### config.mk
export PLATFORM = sky130hd
export DESIGN_NAME = owi_ctrl
export DESIGN_NICKNAME = d
export VERILOG_FILES = /design/src/rtl/core/owi_pkg.sv /design/src/rtl/core/owi_ctrl.sv
export SDC_FILE = /design/constraint.sdc
export NUM_CORES = 1
export LEC_CHECK = 0
export BUFFER_PORTS_ARGS = -buffer_cell sky130_fd_sc_hd__clkbuf_2
export CAP_MARGIN = 5
export CORE_UTILIZATION = 59
export DETAILED_ROUTE_END_ITERATION = 7
export PLACE_DENSITY = 0.84
export SETUP_SLACK_MARGIN = 0.02
export SYNTH_ARGS = -nofsm -noshare
export SYNTH_HDL_FRONTEND = slang
export SYNTH_SLANG_ARGS = --single-unit
### constraint.sdc
create_clock -name clk -period 5.46 [get_ports clk]
set_input_delay 0 -clock clk [delete_from_list [all_inputs] [get_ports clk]]
set_output_delay 0 -clock clk [all_outputs]
set_load 0.05 [all_outputs]
### src/rtl/core/owi_pkg.sv
// Shared constants, types and helper functions of the omni wheel impulse drive.
package owi_pkg;

	localparam int unsigned PWM_FULL_SCALE_DEF = 255;
	localparam int CORDIC_STEPS = 18;
	localparam int CNT_W = 5;

	localparam int MASS_W = 12;
	localparam logic [MASS_W-1:0] MASS_RESET = 12'd512;

	localparam int MAG_W = 16;
	localparam int ANG_W = 17;
	localparam int DRIVE_W = 9;
	localparam int HEAD_W = 9;
	localparam int SPEED_W = 32;
	localparam int VEL_W = 32;
	localparam int IN_DATA_W = 40;
	localparam int OUT_DATA_W = 72;

	localparam int CX_W = 40;
	localparam int CZ_W = 26;
	localparam int TRIG_W = 32;
	localparam int DIV_NUM_W = 48;
	localparam int DIV_DEN_W = 26;
	localparam int FOLD_W = 19;

	localparam logic signed [CX_W-1:0] GAIN_Q30 = 40'sd652032874;
	localparam logic [31:0] GAIN_Q24 = 32'd10188014;
	localparam logic [7:0] DRIVE_LIMIT = 8'd255;
	localparam logic signed [FOLD_W-1:0] FULL_HD = 19'sd36000;
	localparam logic signed [FOLD_W-1:0] FULL_DEG = 19'sd360;

	localparam logic OP_APPLY = 1'b0;
	localparam logic OP_STOP = 1'b1;

	typedef enum logic [4:0] {
		DP_NONE,
		DP_LOAD,
		DP_ZDIV,
		DP_ROT_INIT,
		DP_ITER,
		DP_TRIG,
		DP_MULX,
		DP_DIVX,
		DP_UPDX,
		DP_MULY,
		DP_DIVY,
		DP_UPDY,
		DP_VPREP,
		DP_SPD1,
		DP_SPD2,
		DP_SPD3,
		DP_WSET,
		DP_WM1,
		DP_WM2,
		DP_WM3,
		DP_WM4,
		DP_OUT
	} dp_op_t;

	typedef struct packed {
		dp_op_t op;
		logic [CNT_W-1:0] step;
		logic [1:0] wheel;
	} dp_cmd_t;

	typedef struct packed {
		logic stop;
		logic vel_zero;
		logic div_done;
	} dp_stat_t;

	typedef struct packed {
		logic signed [FOLD_W-1:0] r;
		logic flip;
	} fold_t;

	function automatic logic signed [CZ_W-1:0] atan_q16(input logic [CNT_W-1:0] i);
		case (i)
			5'd0: return 26'sd2949120;
			5'd1: return 26'sd1740967;
			5'd2: return 26'sd919879;
			5'd3: return 26'sd466945;
			5'd4: return 26'sd234379;
			5'd5: return 26'sd117304;
			5'd6: return 26'sd58666;
			5'd7: return 26'sd29335;
			5'd8: return 26'sd14668;
			5'd9: return 26'sd7334;
			5'd10: return 26'sd3667;
			5'd11: return 26'sd1833;
			5'd12: return 26'sd917;
			5'd13: return 26'sd458;
			5'd14: return 26'sd229;
			5'd15: return 26'sd115;
			5'd16: return 26'sd57;
			5'd17: return 26'sd29;
			default: return '0;
		endcase
	endfunction

	// Reduces an angle modulo one turn and folds it into the right half plane.
	function automatic fold_t fold_angle(input logic signed [FOLD_W-1:0] v,
			input logic signed [FOLD_W-1:0] full);
		logic signed [FOLD_W-1:0] t;
		logic signed [FOLD_W-1:0] half;
		logic signed [FOLD_W-1:0] quarter;
		fold_t f;
		half = full >>> 1;
		quarter = full >>> 2;
		t = v;
		if (t < 0) t = t + full;
		if (t < 0) t = t + full;
		if (t >= full) t = t - full;
		if (t >= full) t = t - full;
		if (t >= half) t = t - full;
		f.flip = 1'b0;
		if (t > quarter) begin
			t = half - t;
			f.flip = 1'b1;
		end else if (t < -quarter) begin
			t = -half - t;
			f.flip = 1'b1;
		end
		f.r = t;
		return f;
	endfunction

endpackage

### src/rtl/core/owi_ctrl.sv
// Controller state machine that sequences the datapath for one item.
module owi_ctrl import owi_pkg::*; (
	input logic clk,
	input logic arst_n,
	input logic s_tvalid,
	output logic s_tready,
	output logic m_tvalid,
	input logic m_tready,
	input dp_stat_t stat,
	output dp_cmd_t cmd
);

	typedef enum logic [4:0] {
		ST_IDLE,
		ST_CHECK,
		ST_ZDIV,
		ST_ZWAIT,
		ST_ROT,
		ST_TRIG,
		ST_MULX,
		ST_DIVX,
		ST_WAITX,
		ST_MULY,
		ST_DIVY,
		ST_WAITY,
		ST_VPREP,
		ST_VEC,
		ST_SPD1,
		ST_SPD2,
		ST_SPD3,
		ST_WSET,
		ST_WROT,
		ST_WM1,
		ST_WM2,
		ST_WM3,
		ST_WM4,
		ST_FINISH
	} state_t;

	state_t state_q;
	logic [CNT_W-1:0] cnt_q;
	logic [1:0] wheel_q;
	logic m_tvalid_q;
	logic last_step;
	logic out_free;

	assign last_step = cnt_q == CNT_W'(CORDIC_STEPS - 1);
	assign out_free = !m_tvalid_q || m_tready;
	assign s_tready = state_q == ST_IDLE;
	assign m_tvalid = m_tvalid_q;

	always_comb begin
		cmd.step = cnt_q;
		cmd.wheel = wheel_q;
		case (state_q)
			ST_IDLE: cmd.op = s_tvalid ? DP_LOAD : DP_NONE;
			ST_ZDIV: cmd.op = DP_ZDIV;
			ST_ZWAIT: cmd.op = DP_ROT_INIT;
			ST_ROT, ST_VEC, ST_WROT: cmd.op = DP_ITER;
			ST_TRIG: cmd.op = DP_TRIG;
			ST_MULX: cmd.op = DP_MULX;
			ST_DIVX: cmd.op = DP_DIVX;
			ST_WAITX: cmd.op = stat.div_done ? DP_UPDX : DP_NONE;
			ST_MULY: cmd.op = DP_MULY;
			ST_DIVY: cmd.op = DP_DIVY;
			ST_WAITY: cmd.op = stat.div_done ? DP_UPDY : DP_NONE;
			ST_VPREP: cmd.op = DP_VPREP;
			ST_SPD1: cmd.op = DP_SPD1;
			ST_SPD2: cmd.op = DP_SPD2;
			ST_SPD3: cmd.op = DP_SPD3;
			ST_WSET: cmd.op = DP_WSET;
			ST_WM1: cmd.op = DP_WM1;
			ST_WM2: cmd.op = DP_WM2;
			ST_WM3: cmd.op = DP_WM3;
			ST_WM4: cmd.op = DP_WM4;
			ST_FINISH: cmd.op = out_free ? DP_OUT : DP_NONE;
			default: cmd.op = DP_NONE;
		endcase
	end

	always_ff @(posedge clk or negedge arst_n) begin
		if (!arst_n) begin
			state_q <= ST_IDLE;
			cnt_q <= '0;
			wheel_q <= '0;
			m_tvalid_q <= 1'b0;
		end else begin
			if (state_q == ST_FINISH && out_free) m_tvalid_q <= 1'b1;
			else if (m_tready) m_tvalid_q <= 1'b0;
			case (state_q)
				ST_IDLE: if (s_tvalid) state_q <= ST_CHECK;
				ST_CHECK: state_q <= stat.stop ? ST_FINISH : ST_ZDIV;
				ST_ZDIV: state_q <= ST_ZWAIT;
				ST_ZWAIT: begin
					cnt_q <= '0;
					state_q <= ST_ROT;
				end
				ST_ROT: begin
					cnt_q <= cnt_q + 1'b1;
					if (last_step) state_q <= ST_TRIG;
				end
				ST_TRIG: state_q <= ST_MULX;
				ST_MULX: state_q <= ST_DIVX;
				ST_DIVX: state_q <= ST_WAITX;
				ST_WAITX: if (stat.div_done) state_q <= ST_MULY;
				ST_MULY: state_q <= ST_DIVY;
				ST_DIVY: state_q <= ST_WAITY;
				ST_WAITY: if (stat.div_done) state_q <= ST_VPREP;
				ST_VPREP: begin
					cnt_q <= '0;
					wheel_q <= '0;
					state_q <= stat.vel_zero ? ST_WSET : ST_VEC;
				end
				ST_VEC: begin
					cnt_q <= cnt_q + 1'b1;
					if (last_step) state_q <= ST_SPD1;
				end
				ST_SPD1: state_q <= ST_SPD2;
				ST_SPD2: state_q <= ST_SPD3;
				ST_SPD3: state_q <= ST_WSET;
				ST_WSET: begin
					cnt_q <= '0;
					state_q <= ST_WROT;
				end
				ST_WROT: begin
					cnt_q <= cnt_q + 1'b1;
					if (last_step) state_q <= ST_WM1;
				end
				ST_WM1: state_q <= ST_WM2;
				ST_WM2: state_q <= ST_WM3;
				ST_WM3: state_q <= ST_WM4;
				ST_WM4: begin
					if (wheel_q == 2'd2) begin
						state_q <= ST_FINISH;
					end else begin
						wheel_q <= wheel_q + 1'b1;
						state_q <= ST_WSET;
					end
				end
				ST_FINISH: begin
					if (out_free) state_q <= ST_IDLE;
				end
				default: state_q <= ST_IDLE;
			endcase
		end
	end

endmodule

==> results.md, run 1 <==
* Gr ovfl total at 0
* Vias per std cell at 6.51
* Input/output buffers at 20
* TNS Setup at 0 ns
* Fmax at about 0.41 GHz
* Register area share after synthesis at 0.286
* Cell count after synthesis at 143
* First-pass GRT wire length at ~4400 µm
* Place WS at 3.38 ns
* Routability cong. at 0.907
* Met3 WL at approximately 210 µm
* Yosys cell types at 51
* CTS max path bufs at 2
* CP Data Required Time at between 5 and 6 ns
* Commonest non-fill, non-tap cell in the layout: clkbuf_2
* Final hold vios at 0
* Clock sink count at 13
* Fin worst setup slack at 3.05 ns
* DRT met1 WL at 1180 µm
* Final setup vio count at 0
* Clk root buf: clkbuf_4
* Vias in the first global route at 1005
* Xor/xnor share of the synthesized area at 0.0308
* Final Skew at 0.00191 ns
* DR iter-0 viols at 34
* Post-synth EDFFs at 0
* Initial core utilization at 0.645
* Num rows at 15
* Asr flop ratio synth at 1.00
* Core area at ~1800 µm²
* Routed len/inst at 15.2 µm
* CTS HTree Levels at 1
* FILL cells at 169
* Post-CTS sizing at 0
* Adder-Cell Fraction of Synth Area at 0.0330
* Crit path arrival time at between 2 and 2.5 ns
* Total track usage at 0.290
* Die Wd at 45.9 µm
* Warnings from Yosys at 0
* Reg area at 325 µm²
* Synth Area in Compound Gates at 0.298
* Tcrit/Tclk final at 0.441
* Via count at 1179
* Syn nets at 153
* Slew Viols, Final at 0
* Primary FF master, synth: dfrtp_1
* Ports at 21
* Clk_lat worst skew at 0.28 ns
* Crit. End Element: output port
* HP Class: primary input to register
* CP max FO at 20
* Drt drc at 0
* Setup repair after global routing missed its margin: no
* Initial antenna violation count at 0
* Synth-to-Final Area Change at 9.12%
* CP Class: register to output port
* Final ANT Viol Nets at 0
* Share of post-route cells with drive strength above 1 at 0.199
* Least-Margin Pin Slew at 0.806 ns
* Final min period at 2.41 ns
* CTS tree: done
* Most frequent cells in the layout: 20 x clkbuf_2, 14 x nand2_1, 13 x o21ai_0, 13 x dfrtp_1, 9 x a21oi_1
* Post-synthesis mux area share at 0.0220
* Met2 routed WL at 1320 µm
* Max Used Layer: met4
* Die area at between 2000 and 2500 µm²
* Largest net degree at the start of global routing at 29
* Ant diodes at 0
* Drt first pass iters at 4
* Crit start category: register
* Slew margin rel. at 0.463
* Synth Cell Area at 1140 µm²
* Simple logic cell fraction of the synthesized area at 0.248
* Total wire length at 2760 µm
* Die span in y at 45.9 µm
* CTS Buf Count at 3
* Detailed Place HPWL at 1930 µm
* Final Util at 0.704
* Postcts setup bufs at 0
* # Max-Cap Violations at 0
* Synthesized area per cell at 7.96 µm²
* Largest family of logic cells by synthesized area: compound AO/OA/AOI/OAI gates
* Yosys reg bits at 13
* Area taken by multi-input logic gates at 719 µm²
* CTS clk-pin slew, worst paths at ~0.080 ns
* Outcome: finished clean
* Final net count at 167
[worst max-delay path, stage by stage, from the launching register on]
cell and delay [ns]:
dfrtp_1 0.71, inv_1 0.31, a21o_1 0.22, a221o_1 0.34
a21oi_1 0.17, o32ai_1 0.10, clkbuf_2 0.27
[flip-flops by register name (all words and copies together), names as in the netlist]
name	count
cnt_q	5
state_q	5
wheel_q	2
m_tvalid	1
[metrics by stage]
step           instances  hold slack, ns  cell area (µm²)
2_1_floorplan        143          -0.296             1140
3_3_place_gp         176         -0.0923             1210
3_5_place_dp         176         -0.0826             1210
4_1_cts              181          0.0940             1240
5_1_grt              181           0.142             1240
6_report             181          0.0925             1240
[path summary, 6_finish.rpt]
kind                            slack, ns          to  cells after the start  startpoint
worst max-delay path                 3.05      cmd[7]                      6  state_q[2]
max in group asynchronous            5.06  state_q[0]                      2      arst_n
worst min register to register       0.53  wheel_q[0]                      1  wheel_q[0]
min in group asynchronous            0.16  state_q[3]                      2      arst_n
worst min-delay path                 0.09    m_tvalid                      3    m_tready
worst max register to register       3.36  state_q[1]                      5  state_q[1]
[timing repair]
action / in CTS / in global routing
endpoints found under the hold margin: 13 / 0
endpoints found under the setup margin: 0 / 0
hold buffers: 1 / 0
[routing by layer]
| metal | vias up | global-route usage |
|---|---|---|
| li1 | 559 | - |
| met1 | 536 | 0.396 |
| met2 | 78 | 0.448 |
| met3 | 6 | 0.0635 |
| met4 | 0 | 0.100 |
| met5 | - | 0 |
[final cells by class]
class	count	share of cell area
multi-input cells	110	0.579
flip-flops and latches	13	0.262
well taps	25	0.0252
inverters	8	0.0242
repair buffers	21	0.0886
clock buffers	4	0.0211
[kinds of logic after synthesis]
| family | Yosys count |
|---|---|
| AND/OR/NAND/NOR | 51 |
| AO/OA/AOI/OAI | 50 |
| buffers and inverters | 20 |
| flip-flops | 13 |
| XOR/XNOR | 4 |
| adder cells (fa/ha/maj) | 3 |
| multiplexers | 2 |
[Yosys cell counts (3+ instances only)]
library cell  instances  area, µm²
a21oi_1               9       45.0
a31oi_1               4       25.0
buf_2                 9       45.0
dfrtp_1              13        325
ha_1                  3       37.5
inv_1                 8       30.0
nand2_1              14       52.6
nand2b_1              3       18.8
nand3_1               7       35.0
nor2_1                7       26.3
nor3_1                4       20.0
nor4_1                3       18.8
o21ai_0              13       65.1
Power of run 1 is not shown: default switching activity piles up to over one toggle a cycle in this logic, so the estimate is an artifact.
==> run 2, diff against run 1 <==
Settings changed: CORE_UTILIZATION 59 to 55, PLACE_DENSITY 0.84 to 0.79.
Clock period 5.46 ns to 2.4 ns, I/O delays scaled along.
==> results.md, run 2 (synthesis results as in run 1) <==
* Final setup vio count at 0
* Clk root buf: clkbuf_4
* Via count at 1210
* Initial antenna violation count at 0
* Num rows at 16
* Slew Viols, Final at 0
* CP Data Required Time at 2.40 ns
* Worst-case reg-to-reg path depth at 5
* Outcome: finished clean
* Hold slack at 0.119 ns
* CTS Buf Count at 3
* Met2 routed WL at roughly 1500 µm
* First-pass GRT wire length at 4530 µm
* Final net count at between 150 and 200
* Met3 WL at ~230 µm
* Biggest regs: cnt_q: 5 flops, state_q: 5 flops, wheel_q: 2 flops
* Commonest non-fill, non-tap cell in the layout: clkbuf_2
* CTS tree: done
* Least-Margin Pin Slew at 0.593 ns
* Final hold vios at 0
* Slew margin rel. at 0.605
* End of the worst register-to-register path: state_q[1]
* Vias in the first global route at 1046
* FILL cells at 176
* Ports at 21
* Share of post-route cells with drive strength above 1 at 0.228
* Synth-to-Final Area Change at 13.3%
* Die Wd at 47.5 µm
* Fmax at around 0.47 GHz
* Hold endpoint: m_tvalid
* Final Skew at 0.00296 ns
* DR iter-0 viols at 63
* Worst hold start: m_tready
* # Max-Cap Violations at 0
* Drt drc at 0
* HP Class: primary input to register
* Routed len/inst at 15.7 µm
* Cell Count Post-Placement at 184
* Final ANT Viol Nets at 0
* Total wire length at 2960 µm
* CTS max path bufs at 2
* CP Class: register to output port
* Total track usage at 0.283
* Routability cong. at 0.978
* Die area at 2260 µm²
* Detailed Place HPWL at 2120 µm
* CTS HTree Levels at 1
* Gr ovfl total at 0
* Hold Path Depth at 3
* Tcrit/Tclk final at 0.895
* CTS clk-pin slew, worst paths at 0.08 ns
* Drt first pass iters at 4
* Crit. End Element: output port
* Setup repair after global routing missed its margin: no
* CP max FO at 18
* Clk_lat worst skew at 0.28 ns
* Design area at 1290 µm²
* TNS Setup at 0 ns
* Ant diodes at 0
* Worst flop-to-flop path startpoint: state_q[3]
* DRT met1 WL at 1250 µm
* Crit path arrival time at 2.15 ns
* Final min period at 2.15 ns
* Initial core utilization at 0.580
* Largest net degree at the start of global routing at 19
* Vias per std cell at 6.40
* Max Used Layer: met4
* Register-to-register setup slack at 0.37 ns
* Most frequent cells in the layout: 20 x clkbuf_2, 14 x nand2_1, 13 x o21ai_0, 13 x dfrtp_1, 9 x a21oi_1
* Core area at 1960 µm²
* Crit start category: register
* Placed instance area at 1250 µm²
* Clock sink count at 13
* Input/output buffers at 20
* Die span in y at 47.5 µm
* Fin cells at ~190
-- run 2: cell count changes in the layout (fill, tap and decap cells not counted), sizes merged --
cell  change
buf       +6
-- run 2: cell type report --
| type | count | area (µm²) | share of cell area |
|---|---|---|---|
| clock buffers | 4 | 26.3 | 0.0204 |
| inverters | 8 | 30.0 | 0.0233 |
| multi-input cells | 110 | 719 | 0.558 |
| flip-flops and latches | 13 | 325 | 0.252 |
| well taps | 27 | 33.8 | 0.0262 |
| repair buffers | 27 | 155 | 0.120 |
-- run 2: timing repair --
action / CTS / global route
hold buffers: 1 / 0
setup buffers: 0 / 0
hold endpoints to repair: 13 / 0
resized for setup: 0 / 0
-- run 2: per-stage QoR --
stage               utilization  setup WS, ns
detailed placement        0.639         0.444
global placement          0.639         0.496
global route              0.658         0.192
CTS                       0.658         0.293
floorplan                     -         0.201
finish                    0.658         0.252
-- run 2: how the worst max path moves through the flow --
| stage | from | endpoint | slack [ns] | cells past startpoint |
|---|---|---|---|---|
| 3_5_place_dp | state_q[1] | state_q[1] | 0.44 | 5 |
| 2_1_floorplan | state_q[1] | cmd[7] | 0.20 | 6 |
| 3_3_place_gp | state_q[0] | state_q[1] | 0.50 | 5 |
| 6_report | state_q[3] | cmd[7] | 0.25 | 6 |
| 5_1_grt | state_q[3] | cmd[7] | 0.19 | 6 |
| 4_1_cts | state_q[3] | cmd[7] | 0.29 | 6 |
-- run 2: routing by layer --
layer  global-route usage  vias up
met1                0.353      568
met3               0.0830        2
met5                    0        -
met2                0.468       70
li1                     -      570
met4               0.0914        0
-- run 2: worst max-delay path, stage by stage (launching register included) --
cell      delay [ns]
dfrtp_1         0.73
inv_1           0.13
a21o_1          0.18
a221o_1         0.34
a21oi_1         0.15
o32ai_1         0.10
clkbuf_2        0.24
Power of run 2 is left out for the same reason.
==> run 3, diff against run 2 <==
Settings changed: CORE_UTILIZATION 55 to 50, PLACE_DENSITY 0.79 to 0.73, REMOVE_ABC_BUFFERS set to 1.
==> results.md, run 3 (synthesis results as in run 1) <==
* Total track usage at 0.239
* First-pass GRT wire length at 4540 µm
* Vias per std cell at just over 6
* Final hold vios at 0
* Hold Path Depth at 3
* Crit start category: register
* Worst hold start: m_tready
* Total wire length at roughly 2700 µm
* CP max FO at 18
* TNS Setup at 0 ns
* Worst flop-to-flop path startpoint: state_q[0]
* Final net count at 174
* Synth-to-Final Area Change at 14.4%
* Largest net degree at the start of global routing at 19
* CP Data Required Time at between 2 and 2.5 ns
* Initial antenna violation count at 0
* Slew margin rel. at 0.599
* Tcrit/Tclk final at 0.891
* Slew Viols, Final at 0
* Hold endpoint: m_tvalid
* Commonest non-fill, non-tap cell in the layout: clkbuf_2
* Drt drc at 0
* Postcts setup bufs at 0
* Die span in y at 49.7 µm
* Die area at 2470 µm²
* Clock sink count at 13
* Clk_lat worst skew at 0.27 ns
* Final setup vio count at 0
* CTS tree: done
* Ant diodes at 0
* Detailed Place HPWL at 1950 µm
* End of the worst register-to-register path: state_q[1]
* Biggest regs: cnt_q: 5 flops, state_q: 5 flops, wheel_q: 2 flops
* Die Wd at between 40 and 50 µm
* CTS clk-pin slew, worst paths at 0.07 ns
* FILL cells at 186
* DR iter-0 viols at 44
* Routability cong. at 0.912
* Register-to-register setup slack at 0.37 ns
* Clk root buf: clkbuf_4
* Vias in the first global route at 1006
* Design area at between 1000 and 1500 µm²
* Via count at about 1200
* Outcome: finished clean
* Drt first pass iters at 4
* Least-Margin Pin Slew at 0.602 ns
* CTS Buf Count at 3
* Gr ovfl total at 0
* Final ANT Viol Nets at 0
* HP Class: primary input to register
* CP Class: register to output port
* Crit path arrival time at 2.14 ns
* Ports at 21
* Share of post-route cells with drive strength above 1 at 0.239
* Num rows at 16
* Fmax at 0.468 GHz
* Final min period at ~2.1 ns
* Initial core utilization at 0.558
* Core area at 2040 µm²
* Final Skew at between 0.002 and 0.0025 ns
* # Max-Cap Violations at 0
* Input/output buffers at 20
* Worst-case reg-to-reg path depth at 5
* Placed instance area at 1260 µm²
* Routed len/inst at ~14 µm
* Most frequent cells in the layout: 20 x clkbuf_2, 14 x nand2_1, 13 x o21ai_0, 13 x dfrtp_1, 9 x a21oi_1
* Final Util at 0.638
* CTS HTree Levels at 1
* Crit. End Element: output port
* CTS max path bufs at 2
* Setup repair after global routing missed its margin: no
run 3: cell types whose count changed in the layout (fill, tap and decap cells not counted):
cell / delta
buf_4: +1
nor3_1: -1
nor3_2: +1
run 3: cell type report:
type | instances | area [µm²] | share of cell area
inverters | 8 | 30.0 | 0.0231
flip-flops and latches | 13 | 325 | 0.250
well taps | 27 | 33.8 | 0.0259
multi-input cells | 110 | 724 | 0.556
repair buffers | 28 | 163 | 0.125
clock buffers | 4 | 26.3 | 0.0202
run 3: worst max-delay path by stage:
stage | startpoint | endpoint | depth (start not counted)
after detailed placement | state_q[0] | state_q[1] | 5
after global placement | state_q[1] | state_q[1] | 5
after CTS | state_q[1] | cmd[7] | 7
after floorplan | state_q[1] | cmd[7] | 3
after global routing | state_q[1] | cmd[7] | 7
final | state_q[3] | cmd[7] | 6
run 3: per-layer routing:
layer  global-route usage  share of wire  up-vias
met3               0.0741          0.083        5
met4               0.0619         0.0094        0
met2                0.369           0.46       58
met1                0.322           0.45      516
met5                    0              0        -
li1                     -              -      573
run 3: repair_timing:
item | 4_1_cts | 5_1_grt
hold endpoints to repair | 13 | 0
hold buffers | 1 | 0
resized for setup | 0 | 1
setup endpoints to repair | 0 | 1
run 3: worst max-delay path, stage by stage (launching register included):
cell	delay [ns]
dfrtp_1	0.73
inv_1	0.12
a21o_1	0.20
a221o_1	0.34
a21oi_1	0.14
o32ai_1	0.09
clkbuf_2	0.25
run 3: metrics by stage:
stage                     cells  worst slack, ns  hold WS (ns)
after detailed placement    185            0.438       -0.0970
after global placement      185            0.426       -0.0967
after floorplan             131            0.130        -0.296
after global routing        190           0.0582         0.114
final                       190            0.261        0.0826
after CTS                   190            0.212        0.0790
Power of run 3 is left out for the same reason.
